===== src/rtl/fed_pkg.sv =====
`timescale 1ns / 1ps
// ----------------------------------------------------------------------------
// fed_pkg - shared types and constants of the flag/escape deframer
// Byte codes, phase and status codes, and the per-frame state record.
// ----------------------------------------------------------------------------
package fed_pkg;

	localparam logic [7:0] FLAG_BYTE    = 8'h7e;
	localparam logic [7:0] ESC_BYTE     = 8'h7d;
	localparam logic [7:0] ESC_FOR_ESC  = 8'h01;
	localparam logic [7:0] ESC_FOR_FLAG = 8'h02;
	localparam logic [7:0] MIN_LEN_RESET = 8'd11;
	localparam logic [7:0] RAW_COUNT_MAX = 8'hff;

	// frame phase; code 3 never occurs and behaves as hunting
	localparam logic [1:0] PH_HUNT = 2'd0;
	localparam logic [1:0] PH_BODY = 2'd1;
	localparam logic [1:0] PH_ESC  = 2'd2;

	// status of the final byte of a frame
	localparam logic [1:0] STAT_OK      = 2'd0;
	localparam logic [1:0] STAT_XOR     = 2'd1;
	localparam logic [1:0] STAT_BAD_ESC = 2'd2;
	localparam logic [1:0] STAT_SHORT   = 2'd3;

	typedef struct packed {
		logic [1:0] phase;
		logic [7:0] raw_count;
		logic [7:0] held_byte;
		logic       held_valid;
		logic [7:0] xor_acc;
		logic       escape_error;
	} frame_state_t;

	typedef struct packed {
		logic [7:0] out_byte;
		logic       last;
		logic [1:0] status;
	} result_t;

endpackage


===== src/rtl/fed_in_if.sv =====
`timescale 1ns / 1ps
// ----------------------------------------------------------------------------
// fed_in_if - raw byte channel
// Valid/ready channel carrying one received byte per transaction.
// ----------------------------------------------------------------------------
interface fed_in_if;
	logic       valid;
	logic       ready;
	logic [7:0] in_byte;

	modport source (output valid, output in_byte, input ready);
	modport sink (input valid, input in_byte, output ready);
endinterface


===== src/rtl/fed_out_if.sv =====
`timescale 1ns / 1ps
// ----------------------------------------------------------------------------
// fed_out_if - deframed byte channel
// Valid/ready channel carrying one body byte with last and status.
// ----------------------------------------------------------------------------
interface fed_out_if;
	logic       valid;
	logic       ready;
	logic [7:0] out_byte;
	logic       last;
	logic [1:0] status;

	modport source (output valid, output out_byte, output last, output status, input ready);
	modport sink (input valid, input out_byte, input last, input status, output ready);
endinterface


===== src/rtl/fed_step.sv =====
`timescale 1ns / 1ps
// ----------------------------------------------------------------------------
// fed_step - per-byte deframing logic
// Next frame state and optional result for one raw byte.
// ----------------------------------------------------------------------------
module fed_step
	import fed_pkg::*;
(
	input  frame_state_t cur,
	input  logic [7:0]   raw_byte,
	input  logic [7:0]   min_len,
	output frame_state_t nxt,
	output logic         res_valid,
	output result_t      res
);

	logic       in_frame;
	logic [7:0] cnt_inc;
	logic [7:0] body_byte;
	logic       take_body;

	assign in_frame = (cur.phase == PH_BODY) || (cur.phase == PH_ESC);
	assign cnt_inc  = (cur.raw_count == RAW_COUNT_MAX) ? cur.raw_count
	                                                   : cur.raw_count + 8'd1;

	always_comb begin
		nxt       = cur;
		res_valid = 1'b0;
		res       = '0;
		body_byte = raw_byte;
		take_body = 1'b0;

		if (!in_frame) begin
			if (raw_byte == FLAG_BYTE) begin
				nxt           = '0;
				nxt.phase     = PH_BODY;
				nxt.raw_count = 8'd1;
			end
		end else if (raw_byte == FLAG_BYTE) begin
			nxt = '0;
			if (!cur.held_valid) begin
				// doubled flag: restart the frame
				nxt.phase     = PH_BODY;
				nxt.raw_count = 8'd1;
			end else begin
				nxt.phase    = PH_HUNT;
				res_valid    = 1'b1;
				res.out_byte = cur.held_byte;
				res.last     = 1'b1;
				if (cur.escape_error || cur.phase == PH_ESC)
					res.status = STAT_BAD_ESC;
				else if (cnt_inc < min_len)
					res.status = STAT_SHORT;
				else if (cur.xor_acc != cur.held_byte)
					res.status = STAT_XOR;
				else
					res.status = STAT_OK;
			end
		end else begin
			nxt.raw_count = cnt_inc;
			if (cur.phase == PH_ESC) begin
				nxt.phase = PH_BODY;
				if (raw_byte == ESC_FOR_ESC) begin
					body_byte = ESC_BYTE;
					take_body = 1'b1;
				end else if (raw_byte == ESC_FOR_FLAG) begin
					body_byte = FLAG_BYTE;
					take_body = 1'b1;
				end else begin
					nxt.escape_error = 1'b1;
				end
			end else if (raw_byte == ESC_BYTE) begin
				nxt.phase = PH_ESC;
			end else begin
				take_body = 1'b1;
			end

			if (take_body) begin
				// release the held byte, hold the new one
				if (cur.held_valid) begin
					res_valid    = 1'b1;
					res.out_byte = cur.held_byte;
					nxt.xor_acc  = cur.xor_acc ^ cur.held_byte;
				end
				nxt.held_byte  = body_byte;
				nxt.held_valid = 1'b1;
			end
		end
	end

endmodule


===== src/rtl/flag_escape_deframer_xor_check.sv =====
`timescale 1ns / 1ps
// ----------------------------------------------------------------------------
// flag_escape_deframer_xor_check - flag-framed byte deframer with XOR check
// Hunts 0x7e flags, removes 0x7d escapes, delays body bytes by one so the
// closing flag can tag the check byte with last and a frame status.
// ----------------------------------------------------------------------------
//
//  channel        dir   payload                     transaction
//  in_ch          in    in_byte[7:0]                valid & ready
//  out_ch         out   out_byte[7:0] last status   valid & ready
//  min_frame_len  in    min_frame_len_wdata[7:0]    min_frame_len_we
//
//  One raw byte per cycle sustained while out_ch takes results. A byte is
//  captured in the input register, then the step logic updates frame state
//  and loads the result register when the byte produces a result.
//  arst_n clears all control state and restores min_frame_len to 11.
//  A stall on out_ch stops the input register only when it holds a byte
//  that produces a result; bytes with no result keep flowing.
//
module flag_escape_deframer_xor_check
	import fed_pkg::*;
(
	input  logic        clk,
	input  logic        arst_n,
	fed_in_if.sink      in_ch,
	fed_out_if.source   out_ch,
	input  logic        min_frame_len_we,
	input  logic [7:0]  min_frame_len_wdata
);

	// configuration
	logic [7:0] min_len_q;

	// input register
	logic       valid_s1;
	logic [7:0] byte_s1;

	// frame state
	frame_state_t state_q;
	frame_state_t state_nxt;

	// step outputs
	logic    res_valid;
	result_t res;

	// result register
	logic    out_valid_q;
	result_t out_q;

	logic out_free;   // result register can take a new result this cycle
	logic s1_advance; // byte in input register is consumed this cycle

	assign out_free   = !out_valid_q || out_ch.ready;
	// a byte with no result never waits on the output side
	assign s1_advance = valid_s1 && (out_free || !res_valid);
	assign in_ch.ready = !valid_s1 || s1_advance;

	always_ff @(posedge clk or negedge arst_n) begin
		if (!arst_n) begin
			min_len_q <= MIN_LEN_RESET;
		end else if (min_frame_len_we) begin
			min_len_q <= min_frame_len_wdata;
		end
	end

	// input register
	always_ff @(posedge clk or negedge arst_n) begin
		if (!arst_n) begin
			valid_s1 <= 1'b0;
		end else if (in_ch.ready) begin
			valid_s1 <= in_ch.valid;
		end
	end

	always_ff @(posedge clk) begin
		if (in_ch.valid && in_ch.ready) begin
			byte_s1 <= in_ch.in_byte;
		end
	end

	fed_step u_step (
		.cur       (state_q),
		.raw_byte  (byte_s1),
		.min_len   (min_len_q),
		.nxt       (state_nxt),
		.res_valid (res_valid),
		.res       (res)
	);

	// frame state advances once per consumed byte
	always_ff @(posedge clk or negedge arst_n) begin
		if (!arst_n) begin
			state_q <= '0;
		end else if (s1_advance) begin
			state_q <= state_nxt;
		end
	end

	// result register
	always_ff @(posedge clk or negedge arst_n) begin
		if (!arst_n) begin
			out_valid_q <= 1'b0;
		end else if (s1_advance && res_valid) begin
			out_valid_q <= 1'b1;
		end else if (out_ch.ready) begin
			out_valid_q <= 1'b0;
		end
	end

	always_ff @(posedge clk) begin
		if (s1_advance && res_valid) begin
			out_q <= res;
		end
	end

	assign out_ch.valid    = out_valid_q;
	assign out_ch.out_byte = out_q.out_byte;
	assign out_ch.last     = out_q.last;
	assign out_ch.status   = out_q.status;

endmodule


===== src/flat_wrapper.sv =====
// flat-port wrapper written by rule: the top's interface ports become plain ports
module flag_escape_deframer_xor_check_flat import fed_pkg::*;
  (clk, arst_n, min_frame_len_we, min_frame_len_wdata, in_ch_valid, in_ch_in_byte, in_ch_ready, out_ch_valid, out_ch_out_byte, out_ch_last, out_ch_status, out_ch_ready);
  fed_in_if in_ch_i ();
  fed_out_if out_ch_i ();
  input  logic clk;
  input  logic arst_n;
  input  logic min_frame_len_we;
  input  logic [7:0] min_frame_len_wdata;
  input wire logic [$bits(in_ch_i.valid)-1:0] in_ch_valid;
  input wire logic [$bits(in_ch_i.in_byte)-1:0] in_ch_in_byte;
  output wire logic [$bits(in_ch_i.ready)-1:0] in_ch_ready;
  output wire logic [$bits(out_ch_i.valid)-1:0] out_ch_valid;
  output wire logic [$bits(out_ch_i.out_byte)-1:0] out_ch_out_byte;
  output wire logic [$bits(out_ch_i.last)-1:0] out_ch_last;
  output wire logic [$bits(out_ch_i.status)-1:0] out_ch_status;
  input wire logic [$bits(out_ch_i.ready)-1:0] out_ch_ready;
  assign in_ch_i.valid = in_ch_valid;
  assign in_ch_i.in_byte = in_ch_in_byte;
  assign in_ch_ready = in_ch_i.ready;
  assign out_ch_valid = out_ch_i.valid;
  assign out_ch_out_byte = out_ch_i.out_byte;
  assign out_ch_last = out_ch_i.last;
  assign out_ch_status = out_ch_i.status;
  assign out_ch_i.ready = out_ch_ready;
  flag_escape_deframer_xor_check u_core (.clk(clk), .arst_n(arst_n), .in_ch(in_ch_i), .out_ch(out_ch_i), .min_frame_len_we(min_frame_len_we), .min_frame_len_wdata(min_frame_len_wdata));
endmodule

===== config.mk =====
export PLATFORM = sky130hd
export DESIGN_NAME = flag_escape_deframer_xor_check_flat
export DESIGN_NICKNAME = d
export VERILOG_FILES = /design/src/rtl/fed_pkg.sv /design/src/rtl/fed_in_if.sv /design/src/rtl/fed_out_if.sv /design/src/rtl/fed_step.sv /design/src/rtl/flag_escape_deframer_xor_check.sv /design/src/flat_wrapper.sv
export SDC_FILE = /design/constraint.sdc
export NUM_CORES = 1
export LEC_CHECK = 0
export ABC_CLOCK_PERIOD_IN_PS = 3500
export BUFFER_PORTS_ARGS = -buffer_cell sky130_fd_sc_hd__buf_2
export CORE_MARGIN = 1.5
export CORE_UTILIZATION = 40
export CTS_CLUSTER_DIAMETER = 80
export DETAILED_ROUTE_END_ITERATION = 8
export HOLD_SLACK_MARGIN = 0.15
export PLACE_DENSITY = 0.68
export SYNTH_ARGS = -nofsm -noshare
export SYNTH_HDL_FRONTEND = slang
export SYNTH_HIERARCHICAL = 1
export SYNTH_SLANG_ARGS = --single-unit

===== constraint.sdc =====
create_clock -name clk -period 3.5 [get_ports clk]
set_clock_uncertainty 0.1 [all_clocks]
set_input_delay 0.525 -clock clk [delete_from_list [all_inputs] [get_ports clk]]
set_output_delay 0.525 -clock clk [all_outputs]
set_load 0.02 [all_outputs]

; ---- Word level (Yosys, flattened, before mapping)
; Cells that the tools add are included.
[classes]
n_lt_le_gt_ge = 1
n_reduce_logical = 25
muxes = 35
add_sub_neg = 1
n_eq_ne = 10
bitwise = 4
[op_table]
columns = op, n
row1 = 28-bit two-way mux, 3
row2 = 8-bit two-way mux, 8
row3 = 1-bit two-way mux, 18
row4 = 17-bit two-way mux, 1
row5 = 8-bit by 7-bit == test with 1-bit output (second input constant), 2
row6 = 11-bit two-way mux, 1
row7 = 2-bit nonzero test, 5
row8 = 3-bit AND reduction, 3
row9 = 8-bit by 1-bit adder with 8-bit output (second input constant), 1
row10 = 8-bit by 1-bit == test with 1-bit output (second input constant), 1
row11 = 8-bit by 2-bit == test with 1-bit output (second input constant), 1
row12 = 8-bit == test (second input constant), 1
row13 = 8-bit less-than comparator, 1
row14 = 2-bit two-way mux, 4
row15 = 8-bit inequality test, 1
row16 = 8-bit bitwise XOR, 1
row17 = 1-bit logical OR, 5
row18 = 5-bit AND reduction, 1
row19 = 2-bit inequality test (second input constant), 2
row20 = 2-bit AND reduction, 2
row21 = 4-bit AND reduction, 1
row22 = 4-bit OR reduction, 1
row23 = 1-bit logical AND, 3
row24 = 1-bit logical NOT, 3
row25 = other kinds (4), 6
[word_totals]
register_bits = 57
inputBits = 21
elab_cells = 90

; ---- Longest topological paths before layout
; Gate-level depths: netlist of the first run.
[logic_depth]
ltp_word = 14
mapped_depth = 11

; ---- Hierarchy
; The synthesis of the first run kept the hierarchy.
[by_module_without_submodules]
columns = mod, area_per_inst_um2, instances, cells_per_inst
row1 = flag_escape_deframer_xor_check, 2627.5, 1, 205
row2 = fed_step, 1271.2, 1, 209

; ---- Least setup slack after synthesis of the first run
; Ideal clock, no wire load.
[synth_timing]
path_type = register to register
startpoint = register u_core/state_q[26] (netlist name)
endpoint = register u_core.out_q, in the netlist u_core/out_ch.last (enable)
setup_slack_ns = 0.779
n_path_buf = 2
arrival_ns = 2.243
stages_incl_launch_ff = 9
required_time_ns = 3.022
cell_sequence = dfrtp_1 > inv_1 > ha_1 > nor2b_1 > buf_1 > o211a_1 > buf_2 > nand2_1 > nor2_1
[synth_between]
elab_chain_cells = 11
[synth_rtl]
columns = item, line
row1 = "start, declared", flag_escape_deframer_xor_check.sv:39  ; frame_state_t state_q;
row2 = "start signal, assigned", flag_escape_deframer_xor_check.sv:95  ; state_q <= state_nxt;
row3 = 2-bit == test, "fed_step.sv:22, fed_step.sv:61"
row4 = 1-bit two-way mux, fed_step.sv:61  ; if (cur.phase == PH_ESC) begin
row5 = 1-bit two-way mux, fed_step.sv:39  ; end else if (raw_byte == FLAG_BYTE) begin
row6 = 1-bit two-way mux, fed_step.sv:33  ; if (!in_frame) begin
row7 = 1-bit two-way mux, fed_step.sv:78  ; if (take_body) begin
row8 = 1-bit two-way mux, fed_step.sv:39
row9 = 1-bit two-way mux (*), fed_step.sv:33
row10 = named net u_core.res_valid, flag_escape_deframer_xor_check.sv:43  ; logic res_valid;
row11 = 1-bit logical NOT, flag_escape_deframer_xor_check.sv:55  ; assign s1_advance = valid_s1 && (out_free || !res_valid);
row12 = 1-bit logical OR, flag_escape_deframer_xor_check.sv:55
row13 = 1-bit logical AND, flag_escape_deframer_xor_check.sv:55
row14 = 1-bit logical AND (*), flag_escape_deframer_xor_check.sv:111  ; if (s1_advance && res_valid) begin
row15 = "end signal, assigned", flag_escape_deframer_xor_check.sv:112  ; out_q <= res;
row16 = "end, declared", flag_escape_deframer_xor_check.sv:48  ; result_t out_q;
; Mark *: on every way through the listed nets, which the timed path passes. The rest lies on a longest branch. The select of a mux whose other input is x is not followed.
; A chain may end at the register's enable or synchronous reset.

; ---- Worst setup path in the final report of the first run
[layout_timing]
startpoint = register u_core/state_q[18] (netlist name)
endpoint = register u_core.out_q, in the netlist u_core/out_ch.status[1], data pin
[layout_between]
elab_chain_cells = 5
[layout_rtl]
columns = item, line
row1 = 8-bit by 1-bit adder with 8-bit output / 8-bit == test (equally long branches), "fed_step.sv:24, fed_step.sv:23"
row2 = 8-bit two-way mux (*), fed_step.sv:23  ; assign cnt_inc = (cur.raw_count == RAW_COUNT_MAX) ? cur.raw_count
row3 = 8-bit less-than comparator (*), fed_step.sv:52  ; else if (cnt_inc < min_len)
row4 = 2-bit two-way mux (*), fed_step.sv:52
row5 = 2-bit two-way mux (*), fed_step.sv:50  ; if (cur.escape_error || cur.phase == PH_ESC)
; Mark *: on every way between the ends. The rest lies on a longest branch, timed or not.

==> results of run 1 <==
-- through the flow --
step | util | cells | total power [uW] | hold slack (ns) | setup WS [ns]
2_1_floorplan | - | 414 | 2240 | 0.129 | 0.779
3_3_place_gp | 0.441 | 553 | 2560 | 0.394 | 0.779
3_5_place_dp | 0.441 | 553 | 2620 | 0.398 | 0.648
4_1_cts | 0.462 | 569 | 3250 | 0.241 | 0.613
5_1_grt | 0.462 | 569 | 3510 | 0.242 | 0.372
6_report | 0.462 | 569 | 3250 | 0.223 | 0.626
-- synth_stat cells, types with 2 or more instances --
cell type  count
a211oi_1       2
a21oi_1       11
a31oi_1       11
and2_1         9
and3_1         6
and3b_1        2
buf_12         2
buf_2         13
clkbuf_1      12
clkbuf_2       2
dfrtp_1       35
dfstp_2        3
edfxtp_1      19
ha_1           9
inv_1         12
mux2_2         9
nand2_1       64
nand2b_1      33
nand3_1        5
nand4_1        2
nand4b_1      28
nor2_1        26
nor2b_1        4
nor3_1        11
o211ai_1      10
o211ai_2      21
o21a_1         3
o21ai_0        8
xnor2_1       20
xor2_1         2
-- power breakdown --
part           leakage, uW  total (uW)  switching (uW)  internal (uW)
Sequential        0.000655        1180             289            894
Clock            0.0000953         625             279            345
Combinational      0.00106        1450             825            622
-- logic make-up (layout without fill, tap and decap cells) --
group,after synthesis,in the layout
compound gates,73,73
xor+xnor,22,22
simple gates,200,200
flops,57,57
buf+inv,43,69
mux,10,10
fa+ha+maj,9,9
-- registers in the layout, indices dropped and copies added (netlist names) --
register	flops
u_core/out_ch.valid	1
u_core/out_ch.last	1
u_core/valid_s1	1
u_core/min_len_q	8
u_core/state_q	28
u_core/out_ch.out_byte	8
u_core/byte_s1	8
u_core/out_ch.status	2
-- area by class of cell --
class / instances / area share
multi-input cells: 314 / 0.500
clock inverters: 5 / 0.0128
repair buffers: 41 / 0.0523
clock buffers: 11 / 0.0328
well taps: 129 / 0.0375
flip-flops and latches: 57 / 0.354
inverters: 12 / 0.0105
-- per-layer routing --
layer	part of all wire	up-vias	global-route usage
li1	-	1518	-
met1	0.46	1571	0.263
met3	0.052	17	0.0366
met2	0.46	98	0.298
met5	0	-	0
met4	0.020	0	0.0823
-- final timing paths --
check	cells past startpoint	startpoint	slack, ns	endpoint
worst max-delay path	10	u_core/state_q[18]$_DFFE_PN0P_	0.63	u_core/out_ch.status[1]$_DFFE_PP_
worst min register to register	1	u_core/min_len_q[7]$_DFFE_PN0P_	0.41	u_core/min_len_q[7]$_DFFE_PN0P_
min in group clk	1	in_ch_in_byte[1]	0.25	u_core/byte_s1[1]$_DFFE_PP_
worst min-delay path	1	arst_n	0.22	u_core/state_q[22]$_DFFE_PN0P_
worst max register to register	10	u_core/state_q[18]$_DFFE_PN0P_	0.63	u_core/out_ch.status[1]$_DFFE_PP_
max in group asynchronous	1	arst_n	2.50	u_core/state_q[12]$_DFFE_PN0P_
==> run_results.csv, run 1 <==
group,metric,value,unit
outcome,status,"completed",
clock_tree,holdBufCountCts,0,
timing,slew_headroom,0.378,
clock_tree,clk_pin_slew,0.07,ns
grt,antenna_found_initial,0,
pwr,powerDensity,756,mW/mm2
synthesis,netlist_instances,414,
floorplanning,core,0.00933,mm2
clock_tree,clkSinkCount,57,
synthesis,synth_compound_area_frac,0.159,
worst_setup_path,critPathArrivalTime,2.96,ns
worst_setup_path,critPathRequiredTime,3.58,ns
floorplanning,dieHeight,102,um
layout,layout_commonest_cell,"nand2_1",
detailed_routing,drt-total-wl,9160,um
layout,mostFrequentLayoutCells,"nand2_1, dfrtp_1, buf_2, nand2b_1, nand4b_1",
timing,fmax,348,MHz
clock_tree,cts_setup_buffers,0,
worst_setup_path,cp-start-kind,"flop",
synthesis,synth_ff_type,"dfrtp_1",
worst_hold_path,holdCritPathClass,"primary input to async pin",
detailed_routing,drt_iter0_drc,267,
clock_tree,tritoncts.num_buffers,9,
place,place_hpwl,5860,um
layout,insertedDiodeCount,0,
layout,multiInputGateArea,0.00215,mm2
worst_setup_path,slowest_delay,0.45,ns
grt,grt_pass1_wl,15400,um
synthesis,synth_edf_count,19,
synthesis,synth_top_area_frac,0.225,
pwr,ir_drop,0.298,mV
timing,worst_slew_pin_slew,0.933,ns
synthesis,syn-num-nets,444,
synthesis,synth_mux_area_frac,0.0286,
layout,nFillCells,886,
grt,grt_max_degree,57,
synthesis,synth.avg_cell_area,9.42,um2
synthesis,synthXorXnorAreaFrac,0.0494,
synthesis,yosys-top-cells-area,"dfrtp_1, edfxtp_1, o211ai_2",
synthesis,yosys.area_share.simple,0.287,
timing,slew_viol_final,0,
worst_setup_path,cpMostUsedCell,"ha_1",
clock_tree,clkLatencyLatePin,0.35,ns
synthesis,yosysTopAreaCell,"dfrtp_1",
floorplanning,die_area,0.0103,mm2
worst_setup_path,path_max_fanout,10,
synthesis,ys_seq_elements,57,
clock_tree,cts_tree,"yes",
clock_tree,cts.path.max_buffers,2,
timing,setup_viol,0,
worst_setup_path,worstSetupPathType,"flop to flop",
place,placed_cell_area,0.00411,mm2
floorplanning,start_util,0.418,
detailed_routing,detail-route-antenna-nets,0,
worst_setup_path,slowest_stage,"dfrtp_1",
timing,rsz0062_at_grt,"no",
detailed_routing,remaining_drc_errors,0,
grt,overflow,0,
synthesis,async_flop_share,0.667,
pwr,leakagePower,0.00181,uW
place,routabilityCongestion,0.880,
clock_tree,cts_root_buf,"clkbuf_8",
layout,final_area,0.00431,mm2
timing,finalCritPeriodShare,0.821,
synthesis,syn-cell-area,0.00390,mm2
detailed_routing,wl_per_cell,16.1,um
floorplanning,pin_count,34,
place,port_buffers,33,
detailed_routing,vias,3204,
timing,fin_setup_tns,0,ns
layout,area_delta_synth_final,10.5,%
worst_setup_path,crit_path_end_kind,"flop",
layout,seqCellArea,0.00153,mm2
clock_tree,cts-resized-gates,0,
layout,nNetsFinal,465,
detailed_routing,routed_via_density,5.63,
timing,finalHoldViolCount,0,
timing,fin_crit,2.87,ns
clock_tree,htreeDepth,3,
synthesis,synth_top_family_by_area,"simple AND/OR/NAND/NOR gates",
worst_setup_path,path_buf_inv,0,
job,cap_violations,0,
synthesis,synth_warnings,6,
floorplanning,dieWidth,102,um
layout,drive_above_1_share,0.223,
worst_setup_path,critical-path-top-delay-family,"simple AND/OR/NAND/NOR gates",
detailed_routing,first_pass_iters,6,
synthesis,synthAdderAreaFrac,0.0289,
synthesis,seq_area_frac_synth,0.391,
grt,grt_pass1_vias,3138,
worst_setup_path,path_cells,"ha_1 -> and3_1 -> nand3_2 -> mux2_2 -> ha_1 -> nor2b_1 -> o21a_1 -> o21ai_0 -> o2111ai_1 -> a31oi_1",
synthesis,synth_cell_types,50,
grt,grt_usage,0.192,
floorplanning,fp-row-count,35,
(Power assumes the default switching activity.)
==> run 2: changes to the inputs <==
Settings changed: ABC_CLOCK_PERIOD_IN_PS 3500 to 2500, PLACE_DENSITY 0.68 to 0.7.
Clock period 3.5 ns to 2.5 ns, I/O delays scaled along.
==> run_results.csv, run 2 (synthesis gave the netlist of run 1 again) <==
group,metric,value,unit
timing,slew_headroom,0.617,
clock_tree,cts.path.max_buffers,2,
clock_tree,clk_pin_slew,0.07,ns
worst_hold_path,min_path_cells,2,
clock_tree,cts_root_buf,"clkbuf_8",
worst_setup_path,cpMostUsedCell,"ha_4",
layout,nNetsFinal,493,
worst_setup_path,cp-start-kind,"flop",
detailed_routing,vias,3351,
grt,grt_max_degree,37,
layout,largest_reg_flops,28,
pwr,ir_drop,0.349,mV
worst_setup_path,critical-path-top-delay-family,"compound AO/OA/AOI/OAI gates",
detailed_routing,drt_iter0_drc,187,
clock_tree,clkLatencyLatePin,0.34,ns
layout,nFillCells,865,
worst_setup_path,slowest_delay,0.41,ns
detailed_routing,routed_via_density,5.61,
timing,rsz0062_at_grt,"yes",
timing,fin_crit,2.45,ns
floorplanning,dieWidth,102,um
layout,largest_register,"u_core/state_q",
timing,fmax,408,MHz
worst_setup_path,worstSetupPathType,"flop to flop",
layout,layout_commonest_cell,"nand2_1",
timing,finalCritPeriodShare,0.980,
worst_hold_path,holdCritPathClass,"primary input to flop",
pwr,powerDensity,1030,mW/mm2
pwr,leakagePower,0.00196,uW
clock_tree,cts_tree,"yes",
grt,grt_pass1_vias,3270,
detailed_routing,drt-total-wl,9670,um
clock_tree,tritoncts.num_buffers,9,
worst_setup_path,slowest_stage,"dfrtp_1",
layout,insertedDiodeCount,0,
place,routabilityCongestion,0.844,
floorplanning,start_util,0.418,
place,place_hpwl,6420,um
floorplanning,fp-row-count,35,
grt,grt_usage,0.199,
worst_setup_path,path_buf_inv,0,
clock_tree,htreeDepth,3,
place,port_buffers,33,
grt,overflow,0,
timing,slew_viol_final,0,
outcome,status,"completed",
floorplanning,core,0.00933,mm2
layout,drive_above_1_share,0.276,
worst_setup_path,critPathArrivalTime,2.52,ns
floorplanning,dieHeight,102,um
worst_setup_path,path_cells,"ha_4 -> and3_4 -> nand3_4 -> mux2_4 -> ha_4 -> nor2b_1 -> o21a_1 -> o21ai_1 -> o2111ai_2 -> a31oi_1",
place,dpl_worst_slack,0.0379,ns
detailed_routing,detail-route-antenna-nets,0,
worst_setup_path,path_max_fanout,5,
floorplanning,pin_count,34,
floorplanning,die_area,0.0103,mm2
clock_tree,clkSinkCount,57,
worst_setup_path,path_depth,10,
timing,worst_slew_pin_slew,0.573,ns
grt,grt_pass1_wl,16200,um
detailed_routing,remaining_drc_errors,0,
timing,fin_ws,0.0492,ns
timing,finalHoldViolCount,0,
worst_setup_path,critPathRequiredTime,2.57,ns
grt,antenna_found_initial,0,
timing,setup_viol,0,
layout,utilization,0.498,
pwr,finalPower,4770,uW
layout,mostFrequentLayoutCells,"nand2_1, dfrtp_1, buf_2, nand2b_1, nand4b_1",
layout,area_delta_synth_final,19.2,%
detailed_routing,wl_per_cell,16.2,um
worst_setup_path,rr_worst_depth,10,
detailed_routing,first_pass_iters,5,
job,cap_violations,0,
worst_setup_path,crit_path_end_kind,"flop",
==> run 2: layout make-up <==
type,count,area [um2],area share
Timing Repair Buffer,69,483,0.104
Clock buffer,13,169,0.0364
Multi-Input combinational cell,314,2250,0.484
Clock inverter,3,13.8,0.00296
Inverter,12,45.0,0.00970
Tap cell,129,161,0.0347
Sequential cell,57,1530,0.328
==> run 2: per-stage QoR <==
step	instances	hold WS (ns)	cell area, um2	TNS (ns)
floorplan	414	-0.0206	3950	-0.00917
global placement	568	0.229	4290	0
detailed placement	568	0.233	4290	0
CTS	593	0.153	4570	0
global route	597	0.163	4650	-0.159
finish	597	0.167	4650	0
==> run 2: worst register-to-register path, stage by stage, from the launching register on <==
cell	delay [ns]
dfrtp_1	0.41
ha_4	0.18
and3_4	0.20
nand3_4	0.09
mux2_4	0.31
ha_4	0.21
nor2b_1	0.12
o21a_1	0.17
o21ai_1	0.14
o2111ai_2	0.15
a31oi_1	0.19
==> run 2: timing repair <==
item | 4_1_cts | 5_1_grt
setup endpoints to repair | 1 | 22
hold endpoints to repair | 21 | 0
setup buffers | 0 | 4
pin swaps | 0 | 7
cloned | 0 | 0
gates resized for setup | 1 | 12
hold buffers | 9 | 0
==> run 2: routing by layer <==
layer | global-route usage | up-vias | wire length, um
met2 | 0.320 | 103 | 4760
met4 | 0.0865 | 0 | 148
met1 | 0.260 | 1668 | 4300
met3 | 0.0414 | 11 | 466
li1 | - | 1569 | -
met5 | 0 | - | 0
==> run 2: path summary, 6_finish.rpt <==
path	start	endpoint	slack, ns
worst min-delay path	min_frame_len_wdata[3]	u_core/min_len_q[3]$_DFFE_PN1P_	0.17
worst max register to register	u_core/state_q[19]$_DFFE_PN0P_	u_core/out_ch.status[1]$_DFFE_PP_	0.05
worst max-delay path	u_core/state_q[19]$_DFFE_PN0P_	u_core/out_ch.status[1]$_DFFE_PP_	0.05
max in group asynchronous	arst_n	u_core/min_len_q[1]$_DFFE_PN1P_	1.29
min in group asynchronous	arst_n	u_core/state_q[13]$_DFFE_PN0P_	0.40
worst min register to register	u_core/min_len_q[6]$_DFFE_PN0P_	u_core/min_len_q[6]$_DFFE_PN0P_	0.41
==> run 2: power breakdown <==
part	leakage (uW)	switching [uW]	internal [uW]	total, uW
registers	0.000655	353	1250	1610
clock network	0.0000968	367	435	801
logic	0.00120	1300	1060	2360
==> run 3: changes to the inputs <==
Settings changed: ABC_AREA set to 1, CORE_UTILIZATION 40 to 38, PLACE_DENSITY 0.7 to 0.69.
==> run_results.csv, run 3 <==
group,metric,value,unit
synthesis,yosysMostFrequentCell,"nand2_1",
worst_setup_path,rr_worst_depth,11,
layout,drive_above_1_share,0.154,
job,cap_violations,0,
detailed_routing,wl_per_cell,12.6,um
floorplanning,die_area,0.00925,mm2
pwr,powerDensity,1050,mW/mm2
place,place_hpwl,4980,um
worst_setup_path,crit_path_end_kind,"output pin",
detailed_routing,remaining_drc_errors,0,
grt,grt_pass1_wl,12600,um
worst_setup_path,critical-path-top-delay-family,"simple AND/OR/NAND/NOR gates",
worst_setup_path,slowest_stage,"edfxtp_1",
timing,finalCritPeriodShare,0.964,
floorplanning,pin_count,34,
timing,fmax,415,MHz
worst_setup_path,path_max_fanout,3,
worst_setup_path,cp-start-kind,"flop",
layout,insertedDiodeCount,0,
layout,area_delta_synth_final,21.4,%
detailed_routing,detail-route-antenna-nets,0,
worst_setup_path,r2r_end,"u_core/out_ch.status[0]$_DFFE_PP_",
synthesis,synth_compound_area_frac,0.0910,
worst_setup_path,slowest_delay,0.39,ns
worst_hold_path,holdCritPathClass,"primary input to flop",
timing,slew_viol_final,0,
clock_tree,htreeDepth,3,
synthesis,seq_area_frac_synth,0.462,
outcome,status,"completed",
detailed_routing,first_pass_iters,5,
floorplanning,dieHeight,96.2,um
worst_hold_path,min-delay-start,"min_frame_len_wdata[0]",
timing,setup_viol,0,
grt,grt_max_degree,30,
synthesis,yosys-top-cells-area,"dfrtp_1, edfxtp_1, nand2_1",
synthesis,synth.avg_cell_area,7.60,um2
timing,holdWs,0.164,ns
clock_tree,cts_root_buf,"clkbuf_8",
layout,fin_cells,599,
worst_setup_path,path_cells,"inv_1 -> nor2_2 -> o21ai_1 -> nor3_2 -> nand2_1 -> nand2_2 -> o21ai_4 -> inv_2 -> nand4_1 -> buf_4",
synthesis,async_flop_share,0.667,
synthesis,synth_mux_area_frac,0,
synthesis,synth_common_cells,"nand2_1, inv_1, nor2_1",
floorplanning,start_util,0.397,
layout,nNetsFinal,519,
pwr,leakagePower,0.00207,uW
place,port_buffers,33,
layout,largest_reg_flops,28,
worst_setup_path,critPathArrivalTime,1.94,ns
layout,utilization,0.482,
detailed_routing,drt_iter0_drc,188,
synthesis,syn-cell-area,0.00330,mm2
clock_tree,clkLatencyLatePin,0.33,ns
detailed_routing,drt-total-wl,7520,um
worst_setup_path,worstSetupPathType,"flop to output pin",
clock_tree,cts.path.max_buffers,2,
timing,fin_crit,2.41,ns
worst_setup_path,r2r_start,"u_core/state_q[18]$_DFFE_PN0P_",
worst_hold_path,hold_end,"u_core/min_len_q[0]$_DFFE_PN1P_",
floorplanning,core,0.00830,mm2
synthesis,synth_edf_count,19,
synthesis,yosys.area_share.simple,0.289,
synthesis,netlist_instances,434,
clock_tree,clk_pin_slew,0.07,ns
synthesis,synth_warnings,6,
clock_tree,tritoncts.num_buffers,9,
synthesis,yosysTopAreaCell,"dfrtp_1",
place,place_inst,567,
clock_tree,clkSinkCount,57,
worst_setup_path,path_buf_inv,3,
detailed_routing,vias,3001,
grt,overflow,0,
synthesis,synth_cell_types,28,
floorplanning,fp-row-count,33,
place,dpl_worst_slack,0.111,ns
clock_tree,cts_tree,"yes",
layout,layout_commonest_cell,"nand2_1",
timing,fin_ws,0.0893,ns
synthesis,synthAdderAreaFrac,0.0341,
worst_setup_path,critPathRequiredTime,2.03,ns
synthesis,ys_seq_elements,57,
pwr,ir_drop,0.464,mV
synthesis,syn-num-nets,464,
floorplanning,dieWidth,96.2,um
timing,finalHoldViolCount,0,
place,routabilityCongestion,0.908,
synthesis,synthXorXnorAreaFrac,0.0239,
layout,largest_register,"u_core/state_q",
grt,antenna_found_initial,0,
grt,grt_pass1_vias,2841,
grt,grt_usage,0.178,
timing,slew_headroom,0.606,
timing,fin_setup_tns,0,ns
layout,nFillCells,789,
layout,mostFrequentLayoutCells,"nand2_1, inv_1, nor2_1",
synthesis,synth_top_family_by_area,"simple AND/OR/NAND/NOR gates",
synthesis,synth_top_area_frac,0.266,
detailed_routing,routed_via_density,5.01,
worst_setup_path,cp-startpoint,"u_core/byte_s1[0]$_DFFE_PP_",
synthesis,synth_ff_type,"dfrtp_1",
worst_setup_path,reg2reg_slack,0.14,ns
timing,worst_slew_pin_slew,0.589,ns
worst_hold_path,min_path_cells,3,
## run 3: cell count changes in the layout (fill, tap and decap cells not counted), sizes merged, moves of 25 or more
cell / delta
nand4b: -28
nand2b: -33
nor2: +25
inv: +46
o211ai: -31
nand3: +37
nand2: +53
## run 3: area by class of cell
class                   count  area [um2]  area share
flip-flops and latches     57        1530       0.381
multi-input cells         301        1470       0.367
repair buffers             60         405       0.101
inverters                  60         225      0.0563
clock buffers              11         141      0.0353
well taps                 105         131      0.0328
clock inverters             5         103      0.0256
## run 3: report_power, final
group	internal (uW)	total (uW)	switching [uW]
clock network	688	1060	372
logic	653	1630	981
registers	1240	1490	256
total	2580	4190	1610
## run 3: metrics by stage
| step | power, uW | instance area [um2] |
|---|---|---|
| 2_1_floorplan | 2680 | 3300 |
| 3_3_place_gp | 3020 | 3580 |
| 3_5_place_dp | 3080 | 3580 |
| 4_1_cts | 4170 | 3960 |
| 5_1_grt | 4540 | 4000 |
| 6_report | 4190 | 4000 |
## run 3: worst max path at each step
stage / end / slack (ns) / cells past startpoint
6_report: in_ch_ready / 0.09 / 10
5_1_grt: in_ch_ready / -0.08 / 10
4_1_cts: in_ch_ready / 0.04 / 9
3_5_place_dp: u_core/out_ch.status[0]$_DFFE_PP_ / 0.11 / 11
3_3_place_gp: u_core/out_ch.status[0]$_DFFE_PP_ / 0.25 / 14
2_1_floorplan: u_core/byte_s1[0]$_DFFE_PP_ / 0.06 / 10
## run 3: cell families (layout without fill, tap and decap cells)
| logic type | Yosys count | in the layout |
|---|---|---|
| xor+xnor | 9 | 9 |
| fa+ha+maj | 9 | 9 |
| compound gates | 57 | 57 |
| simple gates | 226 | 226 |
| flops | 57 | 57 |
| buf+inv | 76 | 136 |
## run 3: routing by layer
layer	vias to the layer above	wire [um]	GRT usage
li1	1507	-	-
met1	1372	3530	0.224
met2	109	3290	0.281
met3	13	547	0.0466
met4	0	155	0.0907
met5	-	0	0
## run 3: repair_timing
item,4_1_cts,5_1_grt
buffers inserted,0,2
hold buffers,14,0
hold endpoints to repair,29,0
setup endpoints to repair,0,26
resized for setup,0,11
## run 3: tightest hold or removal path: cells and delay by family
family,cells,cell delay (ns)
AOI/OAI and AO/OA,1,0.06
buffers and inverters,1,0.07
and+or+nand+nor,1,0.04
